<file path="config.mk">
export PLATFORM = sky130hd
export DESIGN_NAME = maze_backtracker_generator_unit
export DESIGN_NICKNAME = d
export VERILOG_FILES = /design/src/rtl/core/mbg_pkg.sv /design/src/rtl/core/mbg_rem_unit.sv /design/src/rtl/core/maze_backtracker_generator_unit.sv
export SDC_FILE = /design/constraint.sdc
export NUM_CORES = 2
export LEC_CHECK = 0
export ABC_AREA = 1
export BUFFER_PORTS_ARGS = -buffer_cell sky130_fd_sc_hd__buf_2
export CAP_MARGIN = 20
export CORE_MARGIN = 1.5
export CORE_UTILIZATION = 59
export CTS_BUF_LIST = sky130_fd_sc_hd__clkbuf_8
export CTS_CLUSTER_DIAMETER = 60
export CTS_CLUSTER_SIZE = 16
export DETAILED_ROUTE_END_ITERATION = 8
export PLACE_DENSITY = 0.75
export SYNTH_ARGS = -nofsm -noshare
export SYNTH_HDL_FRONTEND = slang
export SYNTH_SLANG_ARGS = --single-unit
</file>
<file path="constraint.sdc">
create_clock -name clk -period 15.1 [get_ports clk]
set_clock_uncertainty 0.1 [all_clocks]
set_input_delay 0.755 -clock clk [delete_from_list [all_inputs] [get_ports clk]]
set_output_delay 0.755 -clock clk [all_outputs]
set_load 0.02 [all_outputs]
</file>
<file path="src/rtl/core/mbg_pkg.sv">
// Shared types and constants for the maze backtracker generator.
// Holds the command and result payload structs, code names and the sequencer states.
// Used by mbg_rem_unit, maze_backtracker_generator_unit and sim; depends on nothing.
`default_nettype none

package mbg_pkg;

	localparam int COORD_W = 4;
	localparam int RAND_W  = 16;
	// Bits of the random word consumed per cycle by the remainder unit.
	localparam int DIGIT_W = 4;
	// Wide enough for a neighbor count of zero to four.
	localparam int CNT_W   = 3;
	localparam int REM_W   = 2;

	localparam logic CMD_START = 1'b0;
	localparam logic CMD_STEP  = 1'b1;

	localparam logic [1:0] ACT_STARTED   = 2'd0;
	localparam logic [1:0] ACT_CARVED    = 2'd1;
	localparam logic [1:0] ACT_BACKTRACK = 2'd2;
	localparam logic [1:0] ACT_FINISHED  = 2'd3;

	localparam logic [1:0] DIR_NORTH = 2'd0;
	localparam logic [1:0] DIR_EAST  = 2'd1;
	localparam logic [1:0] DIR_SOUTH = 2'd2;
	localparam logic [1:0] DIR_WEST  = 2'd3;
	localparam logic [1:0] OPP_OFFSET = 2'd2;

	localparam logic [3:0] ALL_WALLS = 4'hF;

	typedef struct packed {
		logic                command;
		logic [RAND_W-1:0]   random_word;
		logic [COORD_W-1:0]  start_x;
		logic [COORD_W-1:0]  start_y;
	} cmd_t;

	typedef struct packed {
		logic [1:0]          action;
		logic [COORD_W-1:0]  cell_x;
		logic [COORD_W-1:0]  cell_y;
		logic [1:0]          carve_direction;
		logic                maze_done;
	} result_t;

	typedef enum logic [3:0] {
		ST_IDLE,
		ST_CLEAR,
		ST_PROBE,
		ST_EVAL,
		ST_MOD,
		ST_CARVE_CUR,
		ST_CARVE_NB,
		ST_POP_RD,
		ST_POP_WB
	} state_t;

endpackage

`default_nettype wire

</file>
<file path="src/rtl/core/mbg_rem_unit.sv">
// Iterative remainder unit: random word modulo a small neighbor count.
// One restoring compare-subtract per bit, DIGIT_W bits per cycle.
// Depends on mbg_pkg.
`default_nettype none

module mbg_rem_unit (
	input  wire logic                       clk,
	input  wire logic                       arst_n,
	input  wire logic                       go,
	input  wire logic [mbg_pkg::RAND_W-1:0] dividend,
	input  wire logic [mbg_pkg::CNT_W-1:0]  divisor,
	output logic                            done,
	output logic [mbg_pkg::REM_W-1:0]       rem
);

	localparam int RW    = mbg_pkg::RAND_W;
	localparam int DW    = mbg_pkg::DIGIT_W;
	localparam int CW    = mbg_pkg::CNT_W;
	localparam int STEPS = RW / DW;
	localparam int SW    = (STEPS > 1) ? $clog2(STEPS) : 1;

	logic          active_q;
	logic          done_q;
	logic [SW-1:0] step_q;
	logic [RW-1:0] shift_q;
	logic [CW-1:0] div_q;
	logic [mbg_pkg::REM_W-1:0] rem_q;
	logic [mbg_pkg::REM_W-1:0] rem_d;

	// The partial remainder stays below the divisor, so doubling it and adding a bit
	// needs at most one subtraction to bring it back into range.
	always_comb begin
		logic [CW-1:0] r;
		r = CW'(rem_q);
		for (int i = 0; i < DW; i++) begin
			r = {r[CW-2:0], shift_q[RW-1-i]};
			if (r >= div_q) begin
				r = r - div_q;
			end
		end
		rem_d = r[mbg_pkg::REM_W-1:0];
	end

	always_ff @(posedge clk or negedge arst_n) begin
		if (!arst_n) begin
			active_q <= 1'b0;
			done_q   <= 1'b0;
			step_q   <= '0;
		end else begin
			done_q <= 1'b0;
			if (go) begin
				active_q <= 1'b1;
				step_q   <= '0;
			end else if (active_q) begin
				step_q <= step_q + 1'b1;
				if (step_q == SW'(STEPS - 1)) begin
					active_q <= 1'b0;
					done_q   <= 1'b1;
				end
			end
		end
	end

	always_ff @(posedge clk) begin
		if (go) begin
			shift_q <= dividend;
			div_q   <= divisor;
			rem_q   <= '0;
		end else if (active_q) begin
			shift_q <= shift_q << DW;
			rem_q   <= rem_d;
		end
	end

	assign done = done_q;
	assign rem  = rem_q;

endmodule

`default_nettype wire

</file>
<file path="src/rtl/core/maze_backtracker_generator_unit.sv">
// Top level of the maze backtracker generator: sequencer, wall store and path stack.
// Instantiates mbg_rem_unit; types and codes come from mbg_pkg.
//
// Usage: drive cmd and raise start while busy is low; that edge is the transfer.
// Each command gives exactly one result, shown on result for one cycle with done
// high. The receiver cannot stall, so results must be taken when the strobe is up.
// Steps from the transfer to the done cycle:
//   start command: the sweep that writes every wall entry of the wall store
//     back to all walls up;
//   step that carves: probe reads of four neighbor walls and the current cell,
//     evaluation, the remainder of the random word, two wall writes, then the
//     done cycle;
//   step that pops: probe, evaluation, stack read, write-back, done,
//     or done straight after evaluation when the stack is already empty;
//   step after the maze is finished: done is high in the cycle after the transfer.
// One command is handled at a time; busy is high until the result is produced and
// start may be raised again in the cycle that done is high.
// After reset the maze counts as finished, so steps report finished until a start
// command; the wall store holds unknown data until the first start sweeps it.
`default_nettype none

module maze_backtracker_generator_unit #(
	parameter int GRID_SIZE = 16
) (
	input  wire logic             clk,
	input  wire logic             arst_n,
	input  wire logic             start,
	input  wire mbg_pkg::cmd_t    cmd,
	output logic                  busy,
	output logic                  done,
	output mbg_pkg::result_t      result
);

	localparam int CELL_COUNT = GRID_SIZE * GRID_SIZE;
	localparam int CW  = $clog2(GRID_SIZE);
	localparam int IW  = $clog2(CELL_COUNT);
	localparam int DW  = $clog2(CELL_COUNT + 1);
	localparam int PXW = mbg_pkg::COORD_W;
	localparam int NW  = mbg_pkg::CNT_W;

	mbg_pkg::state_t state_q, state_d;

	logic [CW-1:0]   cur_x_q, cur_y_q;
	logic [DW-1:0]   depth_q;
	logic [DW-1:0]   visited_q;
	logic [2:0]      probe_q;
	logic [IW-1:0]   clr_q;
	logic [mbg_pkg::RAND_W-1:0] rand_q;
	logic [3:0]      intact_q;
	logic [3:0]      cur_wall_q;
	logic [1:0]      dir_q;
	logic            done_q;
	mbg_pkg::result_t result_q;

	logic [3:0]      wall_mem_q [CELL_COUNT];
	logic [3:0]      wall_rd_q;
	logic [2*CW-1:0] stk_mem_q [CELL_COUNT];
	logic [2*CW-1:0] stk_rd_q;

	logic            accept;
	logic            finished;
	logic            wall_we;
	logic [IW-1:0]   wall_waddr;
	logic [3:0]      wall_wdata;
	logic [IW-1:0]   wall_raddr;
	logic            stk_we;
	logic [DW-1:0]   depth_m1;
	logic            rem_go;
	logic            rem_done;
	logic [mbg_pkg::REM_W-1:0] rem;
	logic [NW-1:0]   cnt;
	logic [1:0]      pick_dir;
	logic [1:0]      opp_dir;
	logic [1:0]      probe_dir;

	logic [CW-1:0]   nb_x [4];
	logic [CW-1:0]   nb_y [4];
	logic [IW-1:0]   nb_addr [4];
	logic [3:0]      nb_in;
	logic [IW-1:0]   cur_addr;

	function automatic logic [IW-1:0] cell_addr(input logic [CW-1:0] x, input logic [CW-1:0] y);
		return IW'(IW'(x) * IW'(GRID_SIZE) + IW'(y));
	endfunction

	function automatic logic [CW-1:0] clamp_coord(input logic [PXW-1:0] v);
		if (int'(v) >= GRID_SIZE) begin
			return CW'(GRID_SIZE - 1);
		end
		return CW'(v);
	endfunction

	assign accept   = start && !busy;
	assign busy     = (state_q != mbg_pkg::ST_IDLE);
	assign finished = (visited_q >= DW'(CELL_COUNT));
	assign cnt      = NW'($countones(intact_q));
	assign depth_m1 = depth_q - 1'b1;
	assign opp_dir  = dir_q + mbg_pkg::OPP_OFFSET;
	assign probe_dir = probe_q[1:0];
	assign cur_addr = cell_addr(cur_x_q, cur_y_q);

	// Neighbors of the current cell in north, east, south, west order.
	always_comb begin
		nb_x[mbg_pkg::DIR_NORTH] = cur_x_q;
		nb_y[mbg_pkg::DIR_NORTH] = cur_y_q - 1'b1;
		nb_in[mbg_pkg::DIR_NORTH] = (cur_y_q != '0);
		nb_x[mbg_pkg::DIR_EAST] = cur_x_q + 1'b1;
		nb_y[mbg_pkg::DIR_EAST] = cur_y_q;
		nb_in[mbg_pkg::DIR_EAST] = (cur_x_q != CW'(GRID_SIZE - 1));
		nb_x[mbg_pkg::DIR_SOUTH] = cur_x_q;
		nb_y[mbg_pkg::DIR_SOUTH] = cur_y_q + 1'b1;
		nb_in[mbg_pkg::DIR_SOUTH] = (cur_y_q != CW'(GRID_SIZE - 1));
		nb_x[mbg_pkg::DIR_WEST] = cur_x_q - 1'b1;
		nb_y[mbg_pkg::DIR_WEST] = cur_y_q;
		nb_in[mbg_pkg::DIR_WEST] = (cur_x_q != '0);
		for (int d = 0; d < 4; d++) begin
			nb_addr[d] = cell_addr(nb_x[d], nb_y[d]);
		end
	end

	// The remainder selects the n-th intact neighbor, counting from north.
	always_comb begin
		logic [NW-1:0] seen;
		logic          found;
		seen     = '0;
		found    = 1'b0;
		pick_dir = mbg_pkg::DIR_NORTH;
		for (int d = 0; d < 4; d++) begin
			if (intact_q[d]) begin
				if (!found && seen == NW'(rem)) begin
					pick_dir = 2'(d);
					found    = 1'b1;
				end
				seen = seen + 1'b1;
			end
		end
	end

	mbg_rem_unit u_rem (
		.clk      (clk),
		.arst_n   (arst_n),
		.go       (rem_go),
		.dividend (rand_q),
		.divisor  (cnt),
		.done     (rem_done),
		.rem      (rem)
	);

	always_ff @(posedge clk or negedge arst_n) begin
		if (!arst_n) begin
			state_q <= mbg_pkg::ST_IDLE;
		end else begin
			state_q <= state_d;
		end
	end

	always_comb begin
		state_d    = state_q;
		wall_we    = 1'b0;
		wall_waddr = cur_addr;
		wall_wdata = mbg_pkg::ALL_WALLS;
		wall_raddr = cur_addr;
		stk_we     = 1'b0;
		rem_go     = 1'b0;
		case (state_q)
			mbg_pkg::ST_IDLE: begin
				if (accept) begin
					if (cmd.command == mbg_pkg::CMD_START) begin
						state_d = mbg_pkg::ST_CLEAR;
					end else if (!finished) begin
						state_d = mbg_pkg::ST_PROBE;
					end
				end
			end
			mbg_pkg::ST_CLEAR: begin
				wall_we    = 1'b1;
				wall_waddr = clr_q;
				if (clr_q == IW'(CELL_COUNT - 1)) begin
					state_d = mbg_pkg::ST_IDLE;
				end
			end
			mbg_pkg::ST_PROBE: begin
				// Out-of-grid directions read the current cell; the result is masked.
				if (probe_q < 3'd4 && nb_in[probe_dir]) begin
					wall_raddr = nb_addr[probe_dir];
				end
				if (probe_q == 3'd5) begin
					state_d = mbg_pkg::ST_EVAL;
				end
			end
			mbg_pkg::ST_EVAL: begin
				if (cnt != '0) begin
					rem_go  = 1'b1;
					state_d = mbg_pkg::ST_MOD;
				end else if (depth_q != '0) begin
					state_d = mbg_pkg::ST_POP_RD;
				end else begin
					state_d = mbg_pkg::ST_IDLE;
				end
			end
			mbg_pkg::ST_MOD: begin
				if (rem_done) begin
					state_d = mbg_pkg::ST_CARVE_CUR;
				end
			end
			mbg_pkg::ST_CARVE_CUR: begin
				wall_we    = 1'b1;
				wall_waddr = cur_addr;
				wall_wdata = cur_wall_q & ~(4'b0001 << dir_q);
				state_d    = mbg_pkg::ST_CARVE_NB;
			end
			mbg_pkg::ST_CARVE_NB: begin
				// The neighbor was intact, so its old value is all walls up.
				wall_we    = 1'b1;
				wall_waddr = nb_addr[dir_q];
				wall_wdata = mbg_pkg::ALL_WALLS & ~(4'b0001 << opp_dir);
				stk_we     = (depth_q < DW'(CELL_COUNT));
				state_d    = mbg_pkg::ST_IDLE;
			end
			mbg_pkg::ST_POP_RD: begin
				state_d = mbg_pkg::ST_POP_WB;
			end
			mbg_pkg::ST_POP_WB: begin
				state_d = mbg_pkg::ST_IDLE;
			end
			default: begin
				state_d = mbg_pkg::ST_IDLE;
			end
		endcase
	end

	always_ff @(posedge clk) begin
		if (wall_we) begin
			wall_mem_q[wall_waddr] <= wall_wdata;
		end
		wall_rd_q <= wall_mem_q[wall_raddr];
	end

	always_ff @(posedge clk) begin
		if (stk_we) begin
			stk_mem_q[depth_q[IW-1:0]] <= {cur_x_q, cur_y_q};
		end
		stk_rd_q <= stk_mem_q[depth_m1[IW-1:0]];
	end

	always_ff @(posedge clk or negedge arst_n) begin
		if (!arst_n) begin
			cur_x_q   <= '0;
			cur_y_q   <= '0;
			depth_q   <= '0;
			visited_q <= DW'(CELL_COUNT);
			probe_q   <= '0;
			clr_q     <= '0;
			done_q    <= 1'b0;
		end else begin
			done_q <= 1'b0;
			case (state_q)
				mbg_pkg::ST_IDLE: begin
					if (accept) begin
						probe_q <= '0;
						clr_q   <= '0;
						if (cmd.command == mbg_pkg::CMD_START) begin
							cur_x_q   <= clamp_coord(cmd.start_x);
							cur_y_q   <= clamp_coord(cmd.start_y);
							depth_q   <= '0;
							visited_q <= DW'(1);
						end else if (finished) begin
							done_q <= 1'b1;
						end
					end
				end
				mbg_pkg::ST_CLEAR: begin
					clr_q <= clr_q + 1'b1;
					if (clr_q == IW'(CELL_COUNT - 1)) begin
						done_q <= 1'b1;
					end
				end
				mbg_pkg::ST_PROBE: begin
					probe_q <= probe_q + 1'b1;
				end
				mbg_pkg::ST_EVAL: begin
					if (cnt == '0 && depth_q == '0) begin
						done_q <= 1'b1;
					end
				end
				mbg_pkg::ST_CARVE_NB: begin
					cur_x_q   <= nb_x[dir_q];
					cur_y_q   <= nb_y[dir_q];
					visited_q <= visited_q + 1'b1;
					if (depth_q < DW'(CELL_COUNT)) begin
						depth_q <= depth_q + 1'b1;
					end
					done_q <= 1'b1;
				end
				mbg_pkg::ST_POP_RD: begin
					depth_q <= depth_m1;
				end
				mbg_pkg::ST_POP_WB: begin
					cur_x_q <= stk_rd_q[2*CW-1:CW];
					cur_y_q <= stk_rd_q[CW-1:0];
					done_q  <= 1'b1;
				end
				default: begin
				end
			endcase
		end
	end

	// Payload registers: the wall data of each probe arrives in the cycle after its read.
	always_ff @(posedge clk) begin
		case (state_q)
			mbg_pkg::ST_IDLE: begin
				if (accept) begin
					rand_q   <= cmd.random_word;
					result_q <= '{action: mbg_pkg::ACT_FINISHED, cell_x: PXW'(cur_x_q),
						cell_y: PXW'(cur_y_q), carve_direction: mbg_pkg::DIR_NORTH,
						maze_done: 1'b1};
				end
			end
			mbg_pkg::ST_CLEAR: begin
				result_q <= '{action: mbg_pkg::ACT_STARTED, cell_x: PXW'(cur_x_q),
					cell_y: PXW'(cur_y_q), carve_direction: mbg_pkg::DIR_NORTH,
					maze_done: finished};
			end
			mbg_pkg::ST_PROBE: begin
				if (probe_q >= 3'd1 && probe_q <= 3'd4) begin
					intact_q[2'(probe_q - 3'd1)] <= nb_in[2'(probe_q - 3'd1)]
						&& (wall_rd_q == mbg_pkg::ALL_WALLS);
				end
				if (probe_q == 3'd5) begin
					cur_wall_q <= wall_rd_q;
				end
			end
			mbg_pkg::ST_EVAL: begin
				result_q <= '{action: mbg_pkg::ACT_BACKTRACK, cell_x: PXW'(cur_x_q),
					cell_y: PXW'(cur_y_q), carve_direction: mbg_pkg::DIR_NORTH,
					maze_done: finished};
			end
			mbg_pkg::ST_MOD: begin
				if (rem_done) begin
					dir_q <= pick_dir;
				end
			end
			mbg_pkg::ST_CARVE_NB: begin
				result_q <= '{action: mbg_pkg::ACT_CARVED, cell_x: PXW'(cur_x_q),
					cell_y: PXW'(cur_y_q), carve_direction: dir_q,
					maze_done: ((visited_q + 1'b1) >= DW'(CELL_COUNT))};
			end
			mbg_pkg::ST_POP_WB: begin
				result_q <= '{action: mbg_pkg::ACT_BACKTRACK,
					cell_x: PXW'(stk_rd_q[2*CW-1:CW]), cell_y: PXW'(stk_rd_q[CW-1:0]),
					carve_direction: mbg_pkg::DIR_NORTH, maze_done: finished};
			end
			default: begin
			end
		endcase
	end

	assign done   = done_q;
	assign result = result_q;

	// Every return to idle produces exactly one result.
	a_idle_gives_result: assert property (@(posedge clk) disable iff (!arst_n)
		$fell(busy) |-> done)
		else $error("sequencer went idle without a result");

	// The chosen position must lie among the intact neighbors.
	a_rem_in_range: assert property (@(posedge clk) disable iff (!arst_n)
		rem_done |-> (NW'(rem) < cnt))
		else $error("remainder not below neighbor count");

	// A carve adds one visited cell and one stack entry.
	a_carve_counts: assert property (@(posedge clk) disable iff (!arst_n)
		(state_q == mbg_pkg::ST_CARVE_NB) |=>
			(visited_q == DW'($past(visited_q) + 1'b1))
			&& (depth_q == DW'($past(depth_q) + 1'b1)))
		else $error("carve did not advance visited count and stack");

	// The stack never holds more entries than there are visited cells.
	a_depth_bound: assert property (@(posedge clk) disable iff (!arst_n)
		(state_q != mbg_pkg::ST_IDLE) |-> (depth_q < visited_q))
		else $error("stack deeper than visited count");

endmodule

`default_nettype wire

</file>
==> out/metrics.cfg <==
[clock_network]
htreeDepth = 4
cts_resized = 0
cts_max_path_buffers = 3
post_cts_buffers = 0
ctsHoldBuffers = 27
cts_sinks = 3190
cts_root_buffer = clkbuf_8
cts_made_buffers = 224
cts_tree = done
worstSkewPairLatency_ns = 1.08
clk_pin_slew_ns = 0.11

[die]
rows = 173
dieWidth_um = 476.6
ios = 43
coreArea_um2 = 222500
die_h_um = 476.6
initial_core_util_pct = 59.48
dieArea_um2 = 227200

[yosys]
synth_top_family_by_area = simple AND/OR/NAND/NOR gates
syn_inst = 11190
synthTopCellsByCount = edfxtp_1, nor2_1, o21ai_0
synth_compound_area_share_pct = 9.362
ys_top_cells_by_area = edfxtp_1, nor2_1, o21ai_0, nand3_1, o22ai_1
synth_top_area_share_pct = 71.01
yosys_warnings = 0
synth.most_common_cell = edfxtp_1
syn_area_um2 = 132400
synthXorXnorAreaFrac_pct = 0.1787
synth_ff_type = edfxtp_1
synth_simple_gate_area_share_pct = 13.81
synth-edff-count = 3130
ys_seq_area_share_pct = 72.10
ys_seq_elements = 3190
synth_nets = 11250
synthAdderAreaFrac_pct = 0.3176
syn_area_per_cell_um2 = 11.83
synth_top_area_cell = edfxtp_1
synth_mux_area_share_pct = 0
async_flop_share_pct = 1.442
synthDistinctLibCells = 49

[sta]
setup_viol = 0
period_minus_slack_ns = 7.419
worst_slack_ns = 7.681
finalHoldViolations = 0
tightest_slew_ns = 1.230
fmax_mhz = 134.8
max_slew_margin_pct = 18.03
holdWs_ns = 0.2349
fin_crit_sh_pct = 49.13
rsz0062_at_grt = no
finalSetupTns_ns = 0
drv_slew = 0

[routing]
post_drt_wl_per_cell_um = 25.08
num_vias = 88910
drt_iter0_markers = 13070
drt-total-wl_um = 348800
routed_via_density = 6.393
drc = 0
antenna_left = 0
firstDrtPassIters = 6

[power]
combPwrFrac_pct = 45.7
p_int_mw = 15.58
seq_power_share_pct = 39.8
power_frac_clock_pct = 14.5
p_per_area_nw_per_um2 = 205.5
p_sw_share_pct = 45.28
leakagePower_nw = 46.14
peakVddDrop_uv = 308.1
p_switching_mw = 12.89

[global_routing]
grt_pass1_wl_um = 521700
grt_usage_pct = 30.03
grt_max_degree = 251
antenna_found_initial = 14
gr-total-overflow = 0
grt_pass1_vias = 85130

[place]
gp_congestion = 0.9214
hpwl_um = 198500
portBuffers = 42
preCtsSetupSlack_ns = 7.974
placed_area_um2 = 134600
dp_cells = 13570

[critical_path]
timing.rr.start = cur_x_q[0]$_DFFE_PN0P_
startpoint_type = flip-flop
cp_max_fo = 250
crit_end = wall_rd_q[0]$_DFF_P_
cp-end-kind = flip-flop
r2r_cells = 20
cp.required_ns = 16.00
path_class = reg2reg
crit_start = cur_x_q[0]$_DFFE_PN0P_
reg2reg_to = wall_rd_q[0]$_DFF_P_
rrSetupSlack_ns = 7.68
cp.arrival_ns = 8.32

[job]
cap_violations = 0

[final_layout]
fin_area_um2 = 138500
finalNetCount = 10910
nFillCells = 16820
instances_no_fill = 13910
drive_gt1_share_pct = 4.575
area_growth_pct = 4.673

[run_status]
status = complete, no violations

[worst_hold_path]
hold_class = in2async

==> cell families (layout without fill, tap and decap cells) <==
| kind of cell | count (synthesis) | after routing |
|---|---|---|
| simple gates | 4292 | 4292 |
| flops | 3190 | 3190 |
| compound gates | 2245 | 2245 |
| buf+inv | 1405 | 1142 |
| fa+ha+maj | 33 | 33 |
| xor+xnor | 27 | 27 |
| other cells | 0 | 4 |
==> through the flow <==
step                power (mW)  util [%]
floorplan                19.58         -
global placement         23.82     60.44
detailed placement       24.07     60.47
CTS                      28.03     62.24
global route             29.61     62.26
finish                   28.47     62.26
==> state kept, by name (all words and copies together), names as in the netlist, 4 cells and up <==
| signal | count |
|---|---|
| stk_rd_q | 8 |
| visited_q | 9 |
| stk_mem_q | 2048 |
| cur_y_q | 4 |
| wall_mem_q | 1024 |
| cur_x_q | 4 |
| state_q | 4 |
| depth_q | 9 |
| wall_rd_q | 4 |
| u_rem.shift_q | 16 |
| result | 13 |
| rand_q | 16 |
| cur_wall_q | 4 |
| clr_q | 8 |
| intact_q | 4 |
==> area by class of cell <==
cell class	count	area, um^2	share of cell area (%)
multi-input combinational	6597	31530	22.76
tap	2975	3722	2.687
clock inverter	79	514.2	0.3712
sequential	3190	95460	68.90
inverter	632	2401	1.733
antenna	4	10.01	0.007225
clock buffer	228	3138	2.265
timing repair buffer	203	1767	1.275
==> worst max-delay path, cell delays in order, from the launching register on <==
cell      delay [ns]
dfrtp_4         0.91
buf_4           0.76
ha_1            0.31
nand3_1         0.12
o21bai_1        0.31
nor2_4          0.09
nand3_4         0.16
nand2_8         0.28
nand2_8         0.63
buf_4           0.88
buf_12          0.74
nand2_1         0.10
nand2_1         0.13
nand2_1         0.06
nand3_1         0.10
nand3_1         0.13
nand3_1         0.20
nand3_1         0.15
nand3_1         0.23
nand3_1         0.22
nand2_1         0.12
==> worst min path at each step <==
stage               cells past startpoint                startpoint  slack (ns)                        to
floorplan                               0      wall_rd_q[0]$_DFF_P_        0.31   cur_wall_q[0]$_DFFE_PP_
global placement                        1  visited_q[3]$_DFFE_PN0P_        0.37  visited_q[3]$_DFFE_PN0P_
detailed placement                      1  visited_q[3]$_DFFE_PN0P_        0.39  visited_q[3]$_DFFE_PN0P_
CTS                                     3                    arst_n        0.18      clr_q[3]$_DFFE_PN0P_
global route                            3                    arst_n        0.29  u_rem.active_q$_DFF_PN0_
finish                                  3                    arst_n        0.23  u_rem.active_q$_DFF_PN0_
==> routing by layer <==
| layer | up-vias | routed length [um] | global-route usage (%) |
|---|---|---|---|
| met5 | - | 136 | 0 |
| met4 | 18 | 12360 | 10.86 |
| met3 | 762 | 44520 | 6.886 |
| met2 | 5639 | 158800 | 46.14 |
| met1 | 43380 | 133000 | 42.34 |
| li1 | 39110 | - | - |
==> cells in the final DEF, fill, tap and decap left out, types with 9 or more instances in the layout <==
cell	n
inv_1	658
ha_1	31
o22ai_1	691
nor3_1	17
o21ai_1	17
o21ai_0	1398
buf_12	20
dfrtp_4	9
edfxtp_1	3130
a21oi_1	29
nand2_1	1129
dlygate4sd3_1	27
dfrtp_1	36
clkbuf_8	229
nand3_1	890
inv_2	11
buf_4	111
nand2_2	10
buf_2	42
nand3b_1	249
inv_6	10
dfxtp_1	14
nor2_1	1968
o211ai_1	74
xor2_1	16
==> power by group through the flow <==
stage	Clock, mW	Sequential (mW)	Combinational [mW]
floorplan	0	12.1	7.52
global placement	0	11.5	12.3
detailed placement	0	11.5	12.5
CTS	4.13	11.3	12.6
global route	4.42	11.4	13.8
finish	4.13	11.3	13.0
Power figures use the tool's default switching activity.
